`src/rtl/vtpp_pkg.sv`:
```
// Shared types, constants and helpers for the VLAN tag push/pop unit.
package vtpp_pkg;

    // Frame byte position counter and header layout
    localparam int unsigned POS_W     = 5;
    localparam int unsigned MAC_IDX_W = 4;

    localparam logic [POS_W-1:0] MAC_LEN         = 5'd12;
    localparam logic [POS_W-1:0] POS_TYPE_HI     = 5'd12;
    localparam logic [POS_W-1:0] POS_TYPE_LO     = 5'd13;
    localparam logic [POS_W-1:0] POS_INNER_HI    = 5'd16;
    localparam logic [POS_W-1:0] POS_STRIP_BURST = 5'd17;
    localparam logic [POS_W-1:0] POS_SAT         = 5'd18;

    // Header burst item indexes
    localparam logic [POS_W-1:0] BIDX_STRIP_TYPE = 5'd12;
    localparam logic [POS_W-1:0] BIDX_STRIP_LAST = 5'd13;
    localparam logic [POS_W-1:0] BIDX_TPID_HI    = 5'd12;
    localparam logic [POS_W-1:0] BIDX_TPID_LO    = 5'd13;
    localparam logic [POS_W-1:0] BIDX_TCI_HI     = 5'd14;
    localparam logic [POS_W-1:0] BIDX_TCI_LO     = 5'd15;
    localparam logic [POS_W-1:0] BIDX_PUSH_TYPE  = 5'd16;
    localparam logic [POS_W-1:0] BIDX_PUSH_LAST  = 5'd17;

    // Tag protocol identifiers
    localparam logic [7:0] TPID_CTAG_HI = 8'h81;
    localparam logic [7:0] TPID_CTAG_LO = 8'h00;
    localparam logic [7:0] TPID_STAG_HI = 8'h88;
    localparam logic [7:0] TPID_STAG_LO = 8'hA8;

    // Configuration register indexes
    localparam logic [1:0] CFG_IDX_TRUNK_PORT  = 2'd0;
    localparam logic [1:0] CFG_IDX_ACCESS_PORT = 2'd1;
    localparam logic [1:0] CFG_IDX_PUSH_TCI    = 2'd2;

    typedef enum logic [1:0] {
        VERDICT_FORWARD = 2'd0,
        VERDICT_DROP    = 2'd1,
        VERDICT_ABORT   = 2'd2
    } verdict_t;

    typedef enum logic [1:0] {
        PATH_WAIT    = 2'd0,
        PATH_TRUNK   = 2'd1,
        PATH_ACCESS  = 2'd2,
        PATH_UNKNOWN = 2'd3
    } path_t;

    typedef enum logic [2:0] {
        ACT_NONE        = 3'd0,
        ACT_SINGLE      = 3'd1,
        ACT_VERDICT     = 3'd2,
        ACT_BURST_STRIP = 3'd3,
        ACT_BURST_PUSH  = 3'd4
    } action_t;

    typedef struct packed {
        logic [7:0] frame_byte;
        logic [7:0] ingress_port;
        logic       frame_end;
    } frame_item_t;

    typedef struct packed {
        logic [7:0] out_byte;
        logic       has_byte;
        logic [7:0] egress_port;
        verdict_t   verdict;
        logic       out_end;
    } result_item_t;

    typedef struct packed {
        logic [1:0]  index;
        logic [15:0] data;
    } cfg_write_t;

    typedef struct packed {
        logic [7:0]  trunk_port_id;
        logic [7:0]  access_port_id;
        logic [15:0] push_tag_control;
    } cfg_regs_t;

    // Controller to datapath
    typedef struct packed {
        logic             accept;
        logic             load;
        logic             from_burst;
        logic [POS_W-1:0] burst_idx;
        logic             burst_push;
    } dp_cmd_t;

    // Datapath to controller
    typedef struct packed {
        action_t action;
    } dp_status_t;

    function automatic logic is_vlan_tpid(input logic [7:0] hi, input logic [7:0] lo);
        is_vlan_tpid = ((hi == TPID_CTAG_HI) && (lo == TPID_CTAG_LO))
                    || ((hi == TPID_STAG_HI) && (lo == TPID_STAG_LO));
    endfunction

endpackage

```
`src/rtl/vtpp_chan_if.sv`:
```
// Valid/ready channel interface carrying one payload per transaction.
interface vtpp_chan_if #(
    parameter type payload_t = logic
);
    logic     valid;
    logic     ready;
    payload_t payload;

    modport source (
        output valid,
        output payload,
        input  ready
    );

    modport sink (
        input  valid,
        input  payload,
        output ready
    );
endinterface

```
`src/rtl/vtpp_cfg_regs.sv`:
```
// Configuration register file for the VLAN tag push/pop unit.
module vtpp_cfg_regs (
    input  logic                clk,
    input  logic                rst_n,
    vtpp_chan_if.sink           cfg,
    output vtpp_pkg::cfg_regs_t regs
);

    vtpp_pkg::cfg_regs_t regs_reg;
    vtpp_pkg::cfg_regs_t regs_next;

    // Always take a write transaction
    assign cfg.ready = 1'b1;
    assign regs      = regs_reg;

    // Decode the register index
    always_comb
    begin
        regs_next = regs_reg;
        if (cfg.valid)
        begin
            case (cfg.payload.index)
                vtpp_pkg::CFG_IDX_TRUNK_PORT:  regs_next.trunk_port_id    = cfg.payload.data[7:0];
                vtpp_pkg::CFG_IDX_ACCESS_PORT: regs_next.access_port_id   = cfg.payload.data[7:0];
                vtpp_pkg::CFG_IDX_PUSH_TCI:    regs_next.push_tag_control = cfg.payload.data;
                default:                       regs_next = regs_reg;
            endcase
        end
    end

    always_ff @(posedge clk or negedge rst_n)
    begin
        if (!rst_n)
        begin
            regs_reg <= '0;
        end
        else
        begin
            regs_reg <= regs_next;
        end
    end

endmodule

```
`src/rtl/vtpp_ctrl.sv`:
```
// Controller: input/output handshake and header burst sequencing.
module vtpp_ctrl (
    input  logic                 clk,
    input  logic                 rst_n,
    input  logic                 in_valid,
    output logic                 in_ready,
    output logic                 out_valid,
    input  logic                 out_ready,
    input  vtpp_pkg::dp_status_t status,
    output vtpp_pkg::dp_cmd_t    cmd
);

    typedef enum logic [1:0] {
        ST_IDLE  = 2'b01,
        ST_BURST = 2'b10
    } state_t;

    state_t                     state_reg;
    state_t                     state_next;
    logic                       out_valid_reg;
    logic                       out_valid_next;
    logic [vtpp_pkg::POS_W-1:0] burst_cnt_reg;
    logic [vtpp_pkg::POS_W-1:0] burst_cnt_next;
    logic                       burst_push_reg;
    logic                       burst_push_next;
    logic [vtpp_pkg::POS_W-1:0] burst_last;
    logic                       slot_free;
    logic                       accept;

    // Output slot is free when empty or being drained this cycle
    assign slot_free  = !out_valid_reg || out_ready;
    assign in_ready   = (state_reg == ST_IDLE) && slot_free;
    assign accept     = in_valid && in_ready;
    assign out_valid  = out_valid_reg;
    assign burst_last = burst_push_reg ? vtpp_pkg::BIDX_PUSH_LAST : vtpp_pkg::BIDX_STRIP_LAST;

    // Sequence pass-through, verdict and header burst results
    always_comb
    begin
        state_next      = state_reg;
        burst_cnt_next  = burst_cnt_reg;
        burst_push_next = burst_push_reg;
        out_valid_next  = out_valid_reg && !out_ready;
        cmd.accept      = accept;
        cmd.load        = 1'b0;
        cmd.from_burst  = 1'b0;
        cmd.burst_idx   = burst_cnt_reg;
        cmd.burst_push  = burst_push_reg;
        case (state_reg)
            ST_IDLE:
            begin
                if (accept)
                begin
                    case (status.action)
                        vtpp_pkg::ACT_SINGLE,
                        vtpp_pkg::ACT_VERDICT:
                        begin
                            cmd.load       = 1'b1;
                            out_valid_next = 1'b1;
                        end
                        vtpp_pkg::ACT_BURST_STRIP:
                        begin
                            state_next      = ST_BURST;
                            burst_cnt_next  = '0;
                            burst_push_next = 1'b0;
                        end
                        vtpp_pkg::ACT_BURST_PUSH:
                        begin
                            state_next      = ST_BURST;
                            burst_cnt_next  = '0;
                            burst_push_next = 1'b1;
                        end
                        default:
                        begin
                        end
                    endcase
                end
            end
            ST_BURST:
            begin
                if (slot_free)
                begin
                    cmd.load       = 1'b1;
                    cmd.from_burst = 1'b1;
                    out_valid_next = 1'b1;
                    if (burst_cnt_reg == burst_last)
                    begin
                        state_next = ST_IDLE;
                    end
                    else
                    begin
                        burst_cnt_next = burst_cnt_reg + 5'd1;
                    end
                end
            end
            default:
            begin
                state_next = ST_IDLE;
            end
        endcase
    end

    always_ff @(posedge clk or negedge rst_n)
    begin
        if (!rst_n)
        begin
            state_reg      <= ST_IDLE;
            out_valid_reg  <= 1'b0;
            burst_cnt_reg  <= '0;
            burst_push_reg <= 1'b0;
        end
        else
        begin
            state_reg      <= state_next;
            out_valid_reg  <= out_valid_next;
            burst_cnt_reg  <= burst_cnt_next;
            burst_push_reg <= burst_push_next;
        end
    end

endmodule

```
`src/rtl/vtpp_datapath.sv`:
```
// Datapath: frame parsing state, held MAC bytes and the output register.
module vtpp_datapath (
    input  logic                   clk,
    input  logic                   rst_n,
    input  vtpp_pkg::frame_item_t  item,
    input  vtpp_pkg::cfg_regs_t    regs,
    input  vtpp_pkg::dp_cmd_t      cmd,
    output vtpp_pkg::dp_status_t   status,
    output vtpp_pkg::result_item_t result
);

    logic [vtpp_pkg::POS_W-1:0] pos_reg;
    logic [vtpp_pkg::POS_W-1:0] pos_next;
    vtpp_pkg::path_t            path_reg;
    vtpp_pkg::path_t            path_next;
    vtpp_pkg::verdict_t         fate_reg;
    vtpp_pkg::verdict_t         fate_next;
    logic [7:0]                 th_reg;
    logic [7:0]                 th_next;
    logic [7:0]                 mac_mem [12];
    logic [7:0]                 hold_byte_reg;
    logic                       hold_last_reg;
    vtpp_pkg::result_item_t     result_reg;
    vtpp_pkg::result_item_t     result_next;

    vtpp_pkg::path_t            path_eff;
    vtpp_pkg::verdict_t         fate_ent;
    vtpp_pkg::verdict_t         fate_chk;
    vtpp_pkg::verdict_t         fate_new;
    vtpp_pkg::action_t          action;
    logic                       mac_we;
    logic [7:0]                 b;

    assign b             = item.frame_byte;
    assign status.action = action;
    assign result        = result_reg;

    // Classify the current byte against the frame state
    always_comb
    begin
        path_eff = path_reg;
        fate_ent = fate_reg;
        if (path_reg == vtpp_pkg::PATH_WAIT)
        begin
            if (item.ingress_port == regs.trunk_port_id)
            begin
                path_eff = vtpp_pkg::PATH_TRUNK;
            end
            else if (item.ingress_port == regs.access_port_id)
            begin
                path_eff = vtpp_pkg::PATH_ACCESS;
            end
            else
            begin
                path_eff = vtpp_pkg::PATH_UNKNOWN;
                fate_ent = vtpp_pkg::VERDICT_ABORT;
            end
        end

        // Frame ends before its header is complete
        fate_chk = fate_ent;
        if (item.frame_end && (fate_ent == vtpp_pkg::VERDICT_FORWARD))
        begin
            if ((path_eff == vtpp_pkg::PATH_TRUNK) && (pos_reg < vtpp_pkg::POS_STRIP_BURST))
            begin
                fate_chk = vtpp_pkg::VERDICT_DROP;
            end
            else if ((path_eff == vtpp_pkg::PATH_ACCESS) && (pos_reg < vtpp_pkg::POS_TYPE_LO))
            begin
                fate_chk = vtpp_pkg::VERDICT_ABORT;
            end
        end

        fate_new = fate_chk;
        th_next  = th_reg;
        mac_we   = 1'b0;
        action   = vtpp_pkg::ACT_NONE;
        if (fate_chk == vtpp_pkg::VERDICT_FORWARD)
        begin
            if (pos_reg < vtpp_pkg::MAC_LEN)
            begin
                mac_we = 1'b1;
            end
            else if (path_eff == vtpp_pkg::PATH_TRUNK)
            begin
                if ((pos_reg == vtpp_pkg::POS_TYPE_HI) || (pos_reg == vtpp_pkg::POS_INNER_HI))
                begin
                    th_next = b;
                end
                else if (pos_reg == vtpp_pkg::POS_TYPE_LO)
                begin
                    if (!vtpp_pkg::is_vlan_tpid(th_reg, b))
                    begin
                        fate_new = vtpp_pkg::VERDICT_DROP;
                    end
                end
                else if (pos_reg == vtpp_pkg::POS_STRIP_BURST)
                begin
                    action = vtpp_pkg::ACT_BURST_STRIP;
                end
                else if (pos_reg >= vtpp_pkg::POS_SAT)
                begin
                    action = vtpp_pkg::ACT_SINGLE;
                end
            end
            else
            begin
                if (pos_reg == vtpp_pkg::POS_TYPE_HI)
                begin
                    th_next = b;
                end
                else if (pos_reg == vtpp_pkg::POS_TYPE_LO)
                begin
                    if (vtpp_pkg::is_vlan_tpid(th_reg, b))
                    begin
                        fate_new = vtpp_pkg::VERDICT_DROP;
                    end
                    else
                    begin
                        action = vtpp_pkg::ACT_BURST_PUSH;
                    end
                end
                else
                begin
                    action = vtpp_pkg::ACT_SINGLE;
                end
            end
        end

        // Dropped or aborted frame reports once at its last byte
        if (item.frame_end && (fate_new != vtpp_pkg::VERDICT_FORWARD))
        begin
            action = vtpp_pkg::ACT_VERDICT;
        end
    end

    // Advance the frame state, clear it at the last byte
    always_comb
    begin
        pos_next  = pos_reg;
        path_next = path_reg;
        fate_next = fate_reg;
        if (cmd.accept)
        begin
            if (item.frame_end)
            begin
                pos_next  = '0;
                path_next = vtpp_pkg::PATH_WAIT;
                fate_next = vtpp_pkg::VERDICT_FORWARD;
            end
            else
            begin
                pos_next  = (pos_reg < vtpp_pkg::POS_SAT) ? (pos_reg + 5'd1) : pos_reg;
                path_next = path_eff;
                fate_next = fate_new;
            end
        end
    end

    // Build the next result: burst item, pass-through byte or verdict
    always_comb
    begin
        result_next             = '0;
        result_next.has_byte    = 1'b1;
        result_next.verdict     = vtpp_pkg::VERDICT_FORWARD;
        if (cmd.from_burst)
        begin
            result_next.egress_port = cmd.burst_push ? regs.trunk_port_id : regs.access_port_id;
            if (cmd.burst_idx < vtpp_pkg::MAC_LEN)
            begin
                result_next.out_byte = mac_mem[cmd.burst_idx[vtpp_pkg::MAC_IDX_W-1:0]];
            end
            else if (!cmd.burst_push)
            begin
                if (cmd.burst_idx == vtpp_pkg::BIDX_STRIP_TYPE)
                begin
                    result_next.out_byte = th_reg;
                end
                else
                begin
                    result_next.out_byte = hold_byte_reg;
                    result_next.out_end  = hold_last_reg;
                end
            end
            else if (cmd.burst_idx == vtpp_pkg::BIDX_TPID_HI)
            begin
                result_next.out_byte = vtpp_pkg::TPID_CTAG_HI;
            end
            else if (cmd.burst_idx == vtpp_pkg::BIDX_TPID_LO)
            begin
                result_next.out_byte = vtpp_pkg::TPID_CTAG_LO;
            end
            else if (cmd.burst_idx == vtpp_pkg::BIDX_TCI_HI)
            begin
                result_next.out_byte = regs.push_tag_control[15:8];
            end
            else if (cmd.burst_idx == vtpp_pkg::BIDX_TCI_LO)
            begin
                result_next.out_byte = regs.push_tag_control[7:0];
            end
            else if (cmd.burst_idx == vtpp_pkg::BIDX_PUSH_TYPE)
            begin
                result_next.out_byte = th_reg;
            end
            else
            begin
                result_next.out_byte = hold_byte_reg;
                result_next.out_end  = hold_last_reg;
            end
        end
        else if (action == vtpp_pkg::ACT_VERDICT)
        begin
            result_next.has_byte = 1'b0;
            result_next.verdict  = fate_new;
            result_next.out_end  = 1'b1;
        end
        else
        begin
            result_next.out_byte    = b;
            result_next.egress_port = (path_eff == vtpp_pkg::PATH_TRUNK)
                                      ? regs.access_port_id : regs.trunk_port_id;
            result_next.out_end     = item.frame_end;
        end
    end

    // Frame control state
    always_ff @(posedge clk or negedge rst_n)
    begin
        if (!rst_n)
        begin
            pos_reg  <= '0;
            path_reg <= vtpp_pkg::PATH_WAIT;
            fate_reg <= vtpp_pkg::VERDICT_FORWARD;
            th_reg   <= '0;
        end
        else
        begin
            pos_reg  <= pos_next;
            path_reg <= path_next;
            fate_reg <= fate_next;
            if (cmd.accept)
            begin
                th_reg <= th_next;
            end
        end
    end

    // Hold MAC bytes, the header-closing byte and the output payload
    always_ff @(posedge clk)
    begin
        if (cmd.accept && mac_we)
        begin
            mac_mem[pos_reg[vtpp_pkg::MAC_IDX_W-1:0]] <= b;
        end
        if (cmd.accept)
        begin
            hold_byte_reg <= b;
            hold_last_reg <= item.frame_end;
        end
        if (cmd.load)
        begin
            result_reg <= result_next;
        end
    end

endmodule

```
`src/rtl/vlan_tag_push_pop_unit.sv`:
```
// VLAN tag push/pop unit: 802.1Q tag strip on trunk frames, tag insert on access frames.
//
// Channels: frames (frame_byte, ingress_port, frame_end) in, results out, and a
// configuration write channel (index 0 trunk port, 1 access port, 2 pushed TCI) that
// always takes its transaction. Configuration must be written between frames; the unit
// does not enforce this. Each accepted byte yields at most one result, except the byte
// that closes the header: on a trunk frame byte 17 releases 14 results (MAC bytes,
// inner type), on an access frame byte 13 releases 18 results (MAC bytes, pushed tag,
// type). Results leave through a single output register: a pass-through or verdict
// result shows up in the cycle after its byte is accepted, burst results once the
// controller's ST_BURST state loads them. Pass-through bytes flow at one per cycle
// while the output is not stalled; the header-closing byte holds off the input while
// the burst drains from the held MAC bytes one result per cycle unless the output stalls.
// MAC bytes and the first type bytes give no result until the header is complete.
// Dropped or aborted frames give one verdict-only result at their last byte.
// Reset returns the parser to awaiting a first byte, clears the configuration to
// zero and empties the output register. While results.ready is low the output
// register holds its transaction and the input stops taking bytes once it is full.
module vlan_tag_push_pop_unit (
    input  logic        clk,
    input  logic        rst_n,
    vtpp_chan_if.sink   frames,
    vtpp_chan_if.source results,
    vtpp_chan_if.sink   cfg
);

    vtpp_pkg::cfg_regs_t    regs;
    vtpp_pkg::dp_cmd_t      cmd;
    vtpp_pkg::dp_status_t   status;
    vtpp_pkg::result_item_t result;
    logic                   in_ready;
    logic                   out_valid;

    vtpp_cfg_regs u_cfg_regs (
        .clk   (clk),
        .rst_n (rst_n),
        .cfg   (cfg),
        .regs  (regs)
    );

    vtpp_ctrl u_ctrl (
        .clk       (clk),
        .rst_n     (rst_n),
        .in_valid  (frames.valid),
        .in_ready  (in_ready),
        .out_valid (out_valid),
        .out_ready (results.ready),
        .status    (status),
        .cmd       (cmd)
    );

    vtpp_datapath u_datapath (
        .clk    (clk),
        .rst_n  (rst_n),
        .item   (frames.payload),
        .regs   (regs),
        .cmd    (cmd),
        .status (status),
        .result (result)
    );

    // Drive the channel ports
    assign frames.ready    = in_ready;
    assign results.valid   = out_valid;
    assign results.payload = result;

    // A burst load never coincides with taking a new byte
    a_burst_blocks_input: assert property (@(posedge clk) disable iff (!rst_n)
        (cmd.load && cmd.from_burst) |-> !cmd.accept)
        else $error("input transaction taken during header burst");

    // The output register is only reloaded when its transaction leaves
    a_no_overwrite: assert property (@(posedge clk) disable iff (!rst_n)
        (cmd.load && results.valid) |-> results.ready)
        else $error("output register overwritten while stalled");

    // Starting a header burst holds off the input on the next cycle
    a_burst_start_stalls: assert property (@(posedge clk) disable iff (!rst_n)
        (cmd.accept && ((status.action == vtpp_pkg::ACT_BURST_STRIP)
                        || (status.action == vtpp_pkg::ACT_BURST_PUSH))) |=> !frames.ready)
        else $error("input ready right after header burst start");

endmodule

```
`src/flat_wrapper.sv`:
```
// flat-port wrapper written by rule: the top's interface ports become plain ports
module vlan_tag_push_pop_unit_flat 
  (clk, rst_n, frames_valid, frames_payload, frames_ready, results_valid, results_payload, results_ready, cfg_valid, cfg_payload, cfg_ready);
  vtpp_chan_if #(.payload_t(vtpp_pkg::frame_item_t)) frames_i ();
  vtpp_chan_if #(.payload_t(vtpp_pkg::result_item_t)) results_i ();
  vtpp_chan_if #(.payload_t(vtpp_pkg::cfg_write_t)) cfg_i ();
  input  logic clk;
  input  logic rst_n;
  input wire logic [$bits(frames_i.valid)-1:0] frames_valid;
  input wire logic [$bits(frames_i.payload)-1:0] frames_payload;
  output wire logic [$bits(frames_i.ready)-1:0] frames_ready;
  output wire logic [$bits(results_i.valid)-1:0] results_valid;
  output wire logic [$bits(results_i.payload)-1:0] results_payload;
  input wire logic [$bits(results_i.ready)-1:0] results_ready;
  input wire logic [$bits(cfg_i.valid)-1:0] cfg_valid;
  input wire logic [$bits(cfg_i.payload)-1:0] cfg_payload;
  output wire logic [$bits(cfg_i.ready)-1:0] cfg_ready;
  assign frames_i.valid = frames_valid;
  assign frames_i.payload = frames_payload;
  assign frames_ready = frames_i.ready;
  assign results_valid = results_i.valid;
  assign results_payload = results_i.payload;
  assign results_i.ready = results_ready;
  assign cfg_i.valid = cfg_valid;
  assign cfg_i.payload = cfg_payload;
  assign cfg_ready = cfg_i.ready;
  vlan_tag_push_pop_unit u_core (.clk(clk), .rst_n(rst_n), .frames(frames_i), .results(results_i), .cfg(cfg_i));
endmodule
```
`config.mk`:
```
export PLATFORM = sky130hd
export DESIGN_NAME = vlan_tag_push_pop_unit_flat
export DESIGN_NICKNAME = d
export VERILOG_FILES = /design/src/rtl/vtpp_pkg.sv /design/src/rtl/vtpp_chan_if.sv /design/src/rtl/vtpp_cfg_regs.sv /design/src/rtl/vtpp_ctrl.sv /design/src/rtl/vtpp_datapath.sv /design/src/rtl/vlan_tag_push_pop_unit.sv /design/src/flat_wrapper.sv
export SDC_FILE = /design/constraint.sdc
export NUM_CORES = 1
export LEC_CHECK = 0
export ABC_AREA = 1
export BUFFER_PORTS_ARGS = -buffer_cell sky130_fd_sc_hd__buf_4
export CORE_MARGIN = 8
export CORE_UTILIZATION = 51
export CTS_CLUSTER_SIZE = 8
export DETAILED_ROUTE_END_ITERATION = 12
export PLACE_DENSITY = 0.78
export SLEW_MARGIN = 15
export SYNTH_ARGS = -nofsm -noshare
export SYNTH_HDL_FRONTEND = slang
export SYNTH_SLANG_ARGS = --single-unit
```
`constraint.sdc`:
```
create_clock -name clk -period 4.26 [get_ports clk]
set_input_delay 0.852 -clock clk [delete_from_list [all_inputs] [get_ports clk]]
set_output_delay 0.852 -clock clk [all_outputs]
set_load 0.01 [all_outputs]
```
# --- Word level (Yosys, flattened, before mapping) ---
# Memories as Yosys holds them, arrays and structs flattened.
# Cells that the tools add are included.
# W data, S select, Z words.
op_classes:
  mul: 0
  mux: 86
  n_addsub: 2
  n_lt_le_gt_ge: 6
  n_shift: 0
  eq_ne: 31
  bitwise_logic: 2
  div_mod_pow: 0
  n_reduce_logical: 36
ops:
  columns: ["cell", "count"]
  rows:
  - ["$mux W8", 17]
  - ["$mux W2", 27]
  - ["$mux W5", 7]
  - ["$eq A5 B4 Y1 const B", 6]
  - ["$eq A8 B8 Y1 const B", 3]
  - ["$mux W1", 23]
  - ["$mux W3", 7]
  - ["$eq A8 B8 Y1", 2]
  - ["$eq A5 B5 Y1 const B", 3]
  - ["$lt A5 B4 Y1 const B", 3]
  - ["$ne A2 B2 Y1 const B", 6]
  - ["$add A5 B1 Y5 const B", 2]
  - ["$logic_and A1 B1 Y1", 10]
  - ["$lt A5 B5 Y1 const B", 2]
  - ["$pmux W5 S2", 1]
  - ["$reduce_and A5 Y1", 2]
  - ["$reduce_bool A2 Y1", 5]
  - ["$logic_not A2 Y1", 4]
  - ["$logic_not A8 Y1", 1]
  - ["$reduce_and A2 Y1", 4]
  - ["$eq A2 B1 Y1 const B", 3]
  - ["$eq A2 B2 Y1 const B", 3]
  - ["$eq A3 B2 Y1 const B", 2]
  - ["$pmux W1 S2", 3]
  - ["other kinds (11)", 17]
word_totals:
  romBits: 0
  ramBits: 96
  latch_bits: 0
  word_cells: 182
  out_inout_bits: 23
  in_bits: 40
  mem_count: 1
  ff_bits: 87
memory_table:
  columns: ["name", "depth", "word_bits", "read_ports", "rd_clocked_by_memory_dff", "wr", "line", "source"]
  rows:
  - ["u_core.u_datapath.mac_mem", 12, 8, 1, 0, 1, "vtpp_datapath.sv:20", "logic [7:0] mac_mem [12];"]

# --- Depth between registers and ports, before layout ---
depth:
  ltp_word: 23
  ltp_mapped: 19
  mapped_depth_nobuf: 18

# --- Hierarchy ---
# A second synthesis with hierarchy kept.
unflattened:
  hier_cells: 975
  hier_area_um2: 9063.7
modules_own_cells:
  columns: ["mod", "cells_per_inst", "seq_area_each_um2", "area_each_um2", "instances"]
  rows:
  - ["vtpp_datapath", 731, 4179.0, 6996.7, 1]
  - ["vtpp_cfg_regs", 145, 800.8, 1392.6, 1]
  - ["vtpp_ctrl", 99, 226.5, 674.4, 1]

# --- Worst setup path before layout ---
# No wires, ideal clock.
synth_path:
  path_type: "input to register"
  startpoint: "input frames_payload[6]"
  endpoint: "register u_core.u_datapath.result_reg (netlist bit u_core.u_datapath.result[0]), enable pin"
  arrival_ns: 2.989
  n_path_buf: 0
  setup_slack_ns: 0.868
  required_ns: 3.856
  stages: 15
  setup_ns: 0.404
  cell_sequence: "inv_1 > nand2_1 > nand2_1 > nand2_1 > nor2_1 > nand2_1 > nand2_2 > nor2_2 > nor2_2 > nand2_2 > nor2_4 > nand2_1 > nand3_1 > nand2_1 > a21oi_1"
synth_rtl:
  columns: ["item", "line", "source"]
  rows:
  - ["start: declaration", "flat_wrapper.sv:10", "input wire logic [$bits(frames_i.payload)-1:0] frames_payload;"]
  - ["end signal: assignment", "vtpp_datapath.sv:262", "result_reg <= result_next;"]
  - ["end: declaration", "vtpp_datapath.sv:23", "vtpp_pkg::result_item_t result_reg;"]

# --- Worst setup path in the final report ---
layout_path:
  startpoint: "input frames_payload[2]"
  endpoint: "memory u_core.u_datapath.mac_mem[10][5], enable pin"
layout_via:
  elab_chain_cells: 14
  word_cells_on_any_way: 22
  classes_between: "4 x eq/ne; 12 x mux; 6 x reduce/logical"
layout_rtl:
  columns: ["item", "line", "source"]
  rows:
  - ["$eq A8 B8 Y1", "vtpp_datapath.sv:49", "else if (item.ingress_port == regs.access_port_id)"]
  - ["$mux W1", "vtpp_datapath.sv:49", null]
  - ["$mux W2", "vtpp_datapath.sv:45", "if (item.ingress_port == regs.trunk_port_id)"]
  - ["$mux W2", "vtpp_datapath.sv:43", "if (path_reg == vtpp_pkg::PATH_WAIT)"]
  - ["$eq A2 B2 Y1", "vtpp_datapath.sv:68", "else if ((path_eff == vtpp_pkg::PATH_ACCESS) && (pos_reg < vtpp_pkg::POS_TYPE_LO))"]
  - ["$logic_and A1 B1 Y1", "vtpp_datapath.sv:68", null]
  - ["$mux W2", "vtpp_datapath.sv:68", null]
  - ["$mux W2", "vtpp_datapath.sv:64", "if ((path_eff == vtpp_pkg::PATH_TRUNK) && (pos_reg < vtpp_pkg::POS_STRIP_BURST))"]
  - ["$mux W2 (*)", "vtpp_datapath.sv:62", "if (item.frame_end && (fate_ent == vtpp_pkg::VERDICT_FORWARD))"]
  - ["$logic_not A2 Y1 (*)", "vtpp_datapath.sv:78", "if (fate_chk == vtpp_pkg::VERDICT_FORWARD)"]
  - ["$mux W1 (*)", "vtpp_datapath.sv:78", null]
  - ["$logic_and A1 B1 Y1 (*)", "vtpp_datapath.sv:251", "if (cmd.accept && mac_we)"]
  - ["$mux W1 (*)", "vtpp_datapath.sv:251", null]
  - ["$mux W1 (implied by the code) (*)", "vtpp_datapath.sv:253", "mac_mem[pos_reg[vtpp_pkg::MAC_IDX_W-1:0]] <= b;"]
  - ["end: declaration", "vtpp_datapath.sv:20", null]
# Every way passes the cells marked *; elsewhere a longest branch is shown, timed or not.

==> impl_results.md <==
* Outcome: complete, no violations
* Non-filler cells, final at 1204
* Number of max-cap violations at 0
* Final Hold Fails at 0
* Fmax at 322 MHz
* Clock tree buffer depth at 2
* 1st-pass router iterations at 5
* Yosys warns at 0
* Initial antenna violation count at 0
* Required time worst endpoint at 4330 ps
* Placed Cells at 1172
* Post-DR vias/cell at 5.81
* Worst vdd ir at 0.410 mV
* CTS tree: built
* Critical Path AT at 3170 ps
* Worst setup EP type: flip-flop
* Relative slew margins at 0.399
* Final Setup Violations at 0
* Most frequent cells in the layout: nand2_1 (161), o21ai_0 (133), nor2_1 (127), edfxtp_1 (125), inv_1 (83)
* Largest net degree at the start of global routing at 59
* Initial Util at 0.523
* Yosys reg bits at 183
* Die extent in y at 147 microns
* # hold bufs at CTS at 0
* Postcts setup bufs at 0
* Ratio of cells with drive above 1 in the final layout at 0.130
* RSZ-0062 raised after global routing: no
* Slew Viols, Final at 0
* Register area at 5210 sq um
* H-tree Lvls at 4
* HP Class: flip-flop to flip-flop
* Die area at 21500 sq um
* Switching power share of the total at 0.370
* PD cells at 583 nW/um^2
* Mapped cell area at 8710 sq um
* Cts bufs inserted at 17
* Netlist cell types at 39
* Sequential share of the synthesized area at 0.598
* ANT cells at 0
* Sum of negative setup slack at 0 ps
* Gr usage total at 0.211
* Worst Setup Path Type: input pin to flip-flop
* Biggest area consumer among synthesized cells: edfxtp_1
* Clock network fraction of design power at 0.268
* Clock Latency Late Sink at 430 ps
* Worst R2R Setup Slack at 1230 ps
* Worst Tran Pin Value at 899 ps
* CTS resizes at 0
* Flop pwr share at 0.405
* Clock Sinks at 183
* Avg Inst Size Synth at 9.49 sq um
* Top-area cell type share of the netlist area at 0.431
* Core footprint at 16600 sq um
* Area Growth Syn to Fin at 14.1%
* Final Critical Period at 3110 ps
* Gr ovfl total at 0
* Post-route ant nets at 0
* Core Util, Final at 0.597
* Part of the power in combinational logic at 0.327
* WL per Instance at 18.8 microns
* Nets at 1022
* Post-Syn Nets at 969
* Gpl congestion at 0.921
* Internal power at 3.65 mW
* Drt drc at 0
* Leakage at 4.03 nW
* Initial detailed-routing violation count at 924
* Dpl hpwl at 15500 microns
* CP max FO at 8
* Clk slew on worst S/H paths at 70 ps
* Vias in the first global route at 6751
* DR vias at 6992
* Psw at 2.14 mW
* Max reg flops at 96
* Row cnt at 47
* Global-route wire length before repair at 35800 microns
* Routed wire length at 22600 microns
* Fin Clk Skew at 9.08 ps
* Synthesized instance count at 918
* Port Buffer Count at 61
* CTS Root Cell: clkbuf_16
* I/O pin count at 63
* Fill cells at 1356
* Period utilization at 0.729
* Die Wd at 147 microns
* Multi-input logic area at 3030 sq um
* CP Launch Type: input pin
* Commonest non-fill, non-tap cell in the layout: nand2_1
* Top post-synthesis cells by area: edfxtp_1 (43%), dfrtp_1 (16%), o21ai_0 (7.6%)
==> metal layers <==
layer	vias up	GRT usage	part of all wire
li1	3243	-	-
met1	3324	0.278	0.41
met2	385	0.332	0.47
met3	40	0.0485	0.096
met4	0	0.0809	0.022
met5	-	0	0
==> stage by stage <==
stage | hold slack [ps] | area, sq um | worst slack (ps) | power, mW
finish | 484 | 9940 | 1150 | 5.79
global placement | 465 | 9360 | 881 | 4.20
detailed placement | 475 | 9360 | 781 | 4.23
CTS | 486 | 9940 | 1200 | 5.78
floorplan | 448 | 8710 | 868 | 3.58
global route | 501 | 9940 | 892 | 6.09
==> cell type report <==
type,count,share of cell area
flip-flops and latches,183,0.524
clock buffers,18,0.0432
repair buffers,68,0.0514
clock inverters,14,0.0151
multi-input cells,612,0.305
well taps,220,0.0277
inverters,89,0.0336
==> synthesized netlist by cell type <==
cell type,instances
xnor2_1,10
mux2i_1,2
nand4_1,8
a221oi_1,3
o21ai_0,133
a31oi_1,3
nor3b_1,1
nand2_2,7
edfxtp_1,125
nor4_2,1
a211oi_1,3
nor2_1,127
nor2_4,3
a21oi_1,37
xor2_1,2
clkbuf_1,30
inv_1,83
dfrtp_1,57
o41ai_1,1
nor2_2,2
o22ai_1,29
nand2_1,161
o31ai_1,3
conb_1,1
a32o_1,1
a21oi_2,1
nand3b_1,2
inv_2,6
nor3_1,5
o21ai_1,9
dfstp_2,1
buf_2,2
nand3_1,36
mux2_2,8
o211ai_1,1
or2_1,1
buf_4,1
buf_6,1
ha_1,11
==> worst paths after layout <==
| check | cells past startpoint | to | startpoint |
|---|---|---|---|
| max | 12 | u_core.u_datapath.mac_mem[10][5]$_DFFE_PP_ | frames_payload[2] |
| min | 2 | u_core.u_ctrl.state_reg[0]$_DFFE_PN1P_ | u_core.u_ctrl.state_reg[0]$_DFFE_PN1P_ |
| max reg2reg | 11 | u_core.u_datapath.result[12]$_DFFE_PP_ | u_core.u_ctrl.burst_cnt_reg[0]$_DFFE_PN0P_ |
| min reg2reg | 2 | u_core.u_ctrl.state_reg[0]$_DFFE_PN1P_ | u_core.u_ctrl.state_reg[0]$_DFFE_PN1P_ |
| max in group asynchronous | 1 | u_core.u_datapath.pos_reg[3]$_DFFE_PN0P_ | rst_n |
| min in group asynchronous | 1 | u_core.u_cfg_regs.regs[9]$_DFFE_PN0P_ | rst_n |
==> logic make-up (layout without fill, tap and decap cells) <==
| group | count (synthesis) | in the layout | share of synthesized area |
|---|---|---|---|
| compound gates | 224 | 224 | 0.138 |
| xor+xnor | 12 | 12 | 0.0121 |
| fa+ha+maj | 11 | 11 | 0.0158 |
| buf+inv | 123 | 189 | 0.0546 |
| flops | 183 | 183 | 0.598 |
| mux | 10 | 10 | 0.0126 |
| other cells | 1 | 1 | 0.000431 |
| simple gates | 354 | 354 | 0.169 |
==> critical path: stages <==
cell and delay [ps]:
buf_4 120, xnor2_1 200, nand2_1 90, nor2_1 110, nand2_1 100, nand2_1 120
nor2_2 50, nor2_2 110, nand2_2 120, nor4_2 450, nand2_1 210, nor2_1 640
==> power groups by stage <==
stage | combinational [mW] | sequential (mW) | clock [mW]
2_1_floorplan | 1.25 | 2.34 | 0
3_3_place_gp | 1.83 | 2.37 | 0
3_5_place_dp | 1.86 | 2.37 | 0
4_1_cts | 1.88 | 2.34 | 1.56
5_1_grt | 2.09 | 2.37 | 1.62
6_report | 1.90 | 2.35 | 1.55
Note: power is estimated with default switching activity, not from simulation.
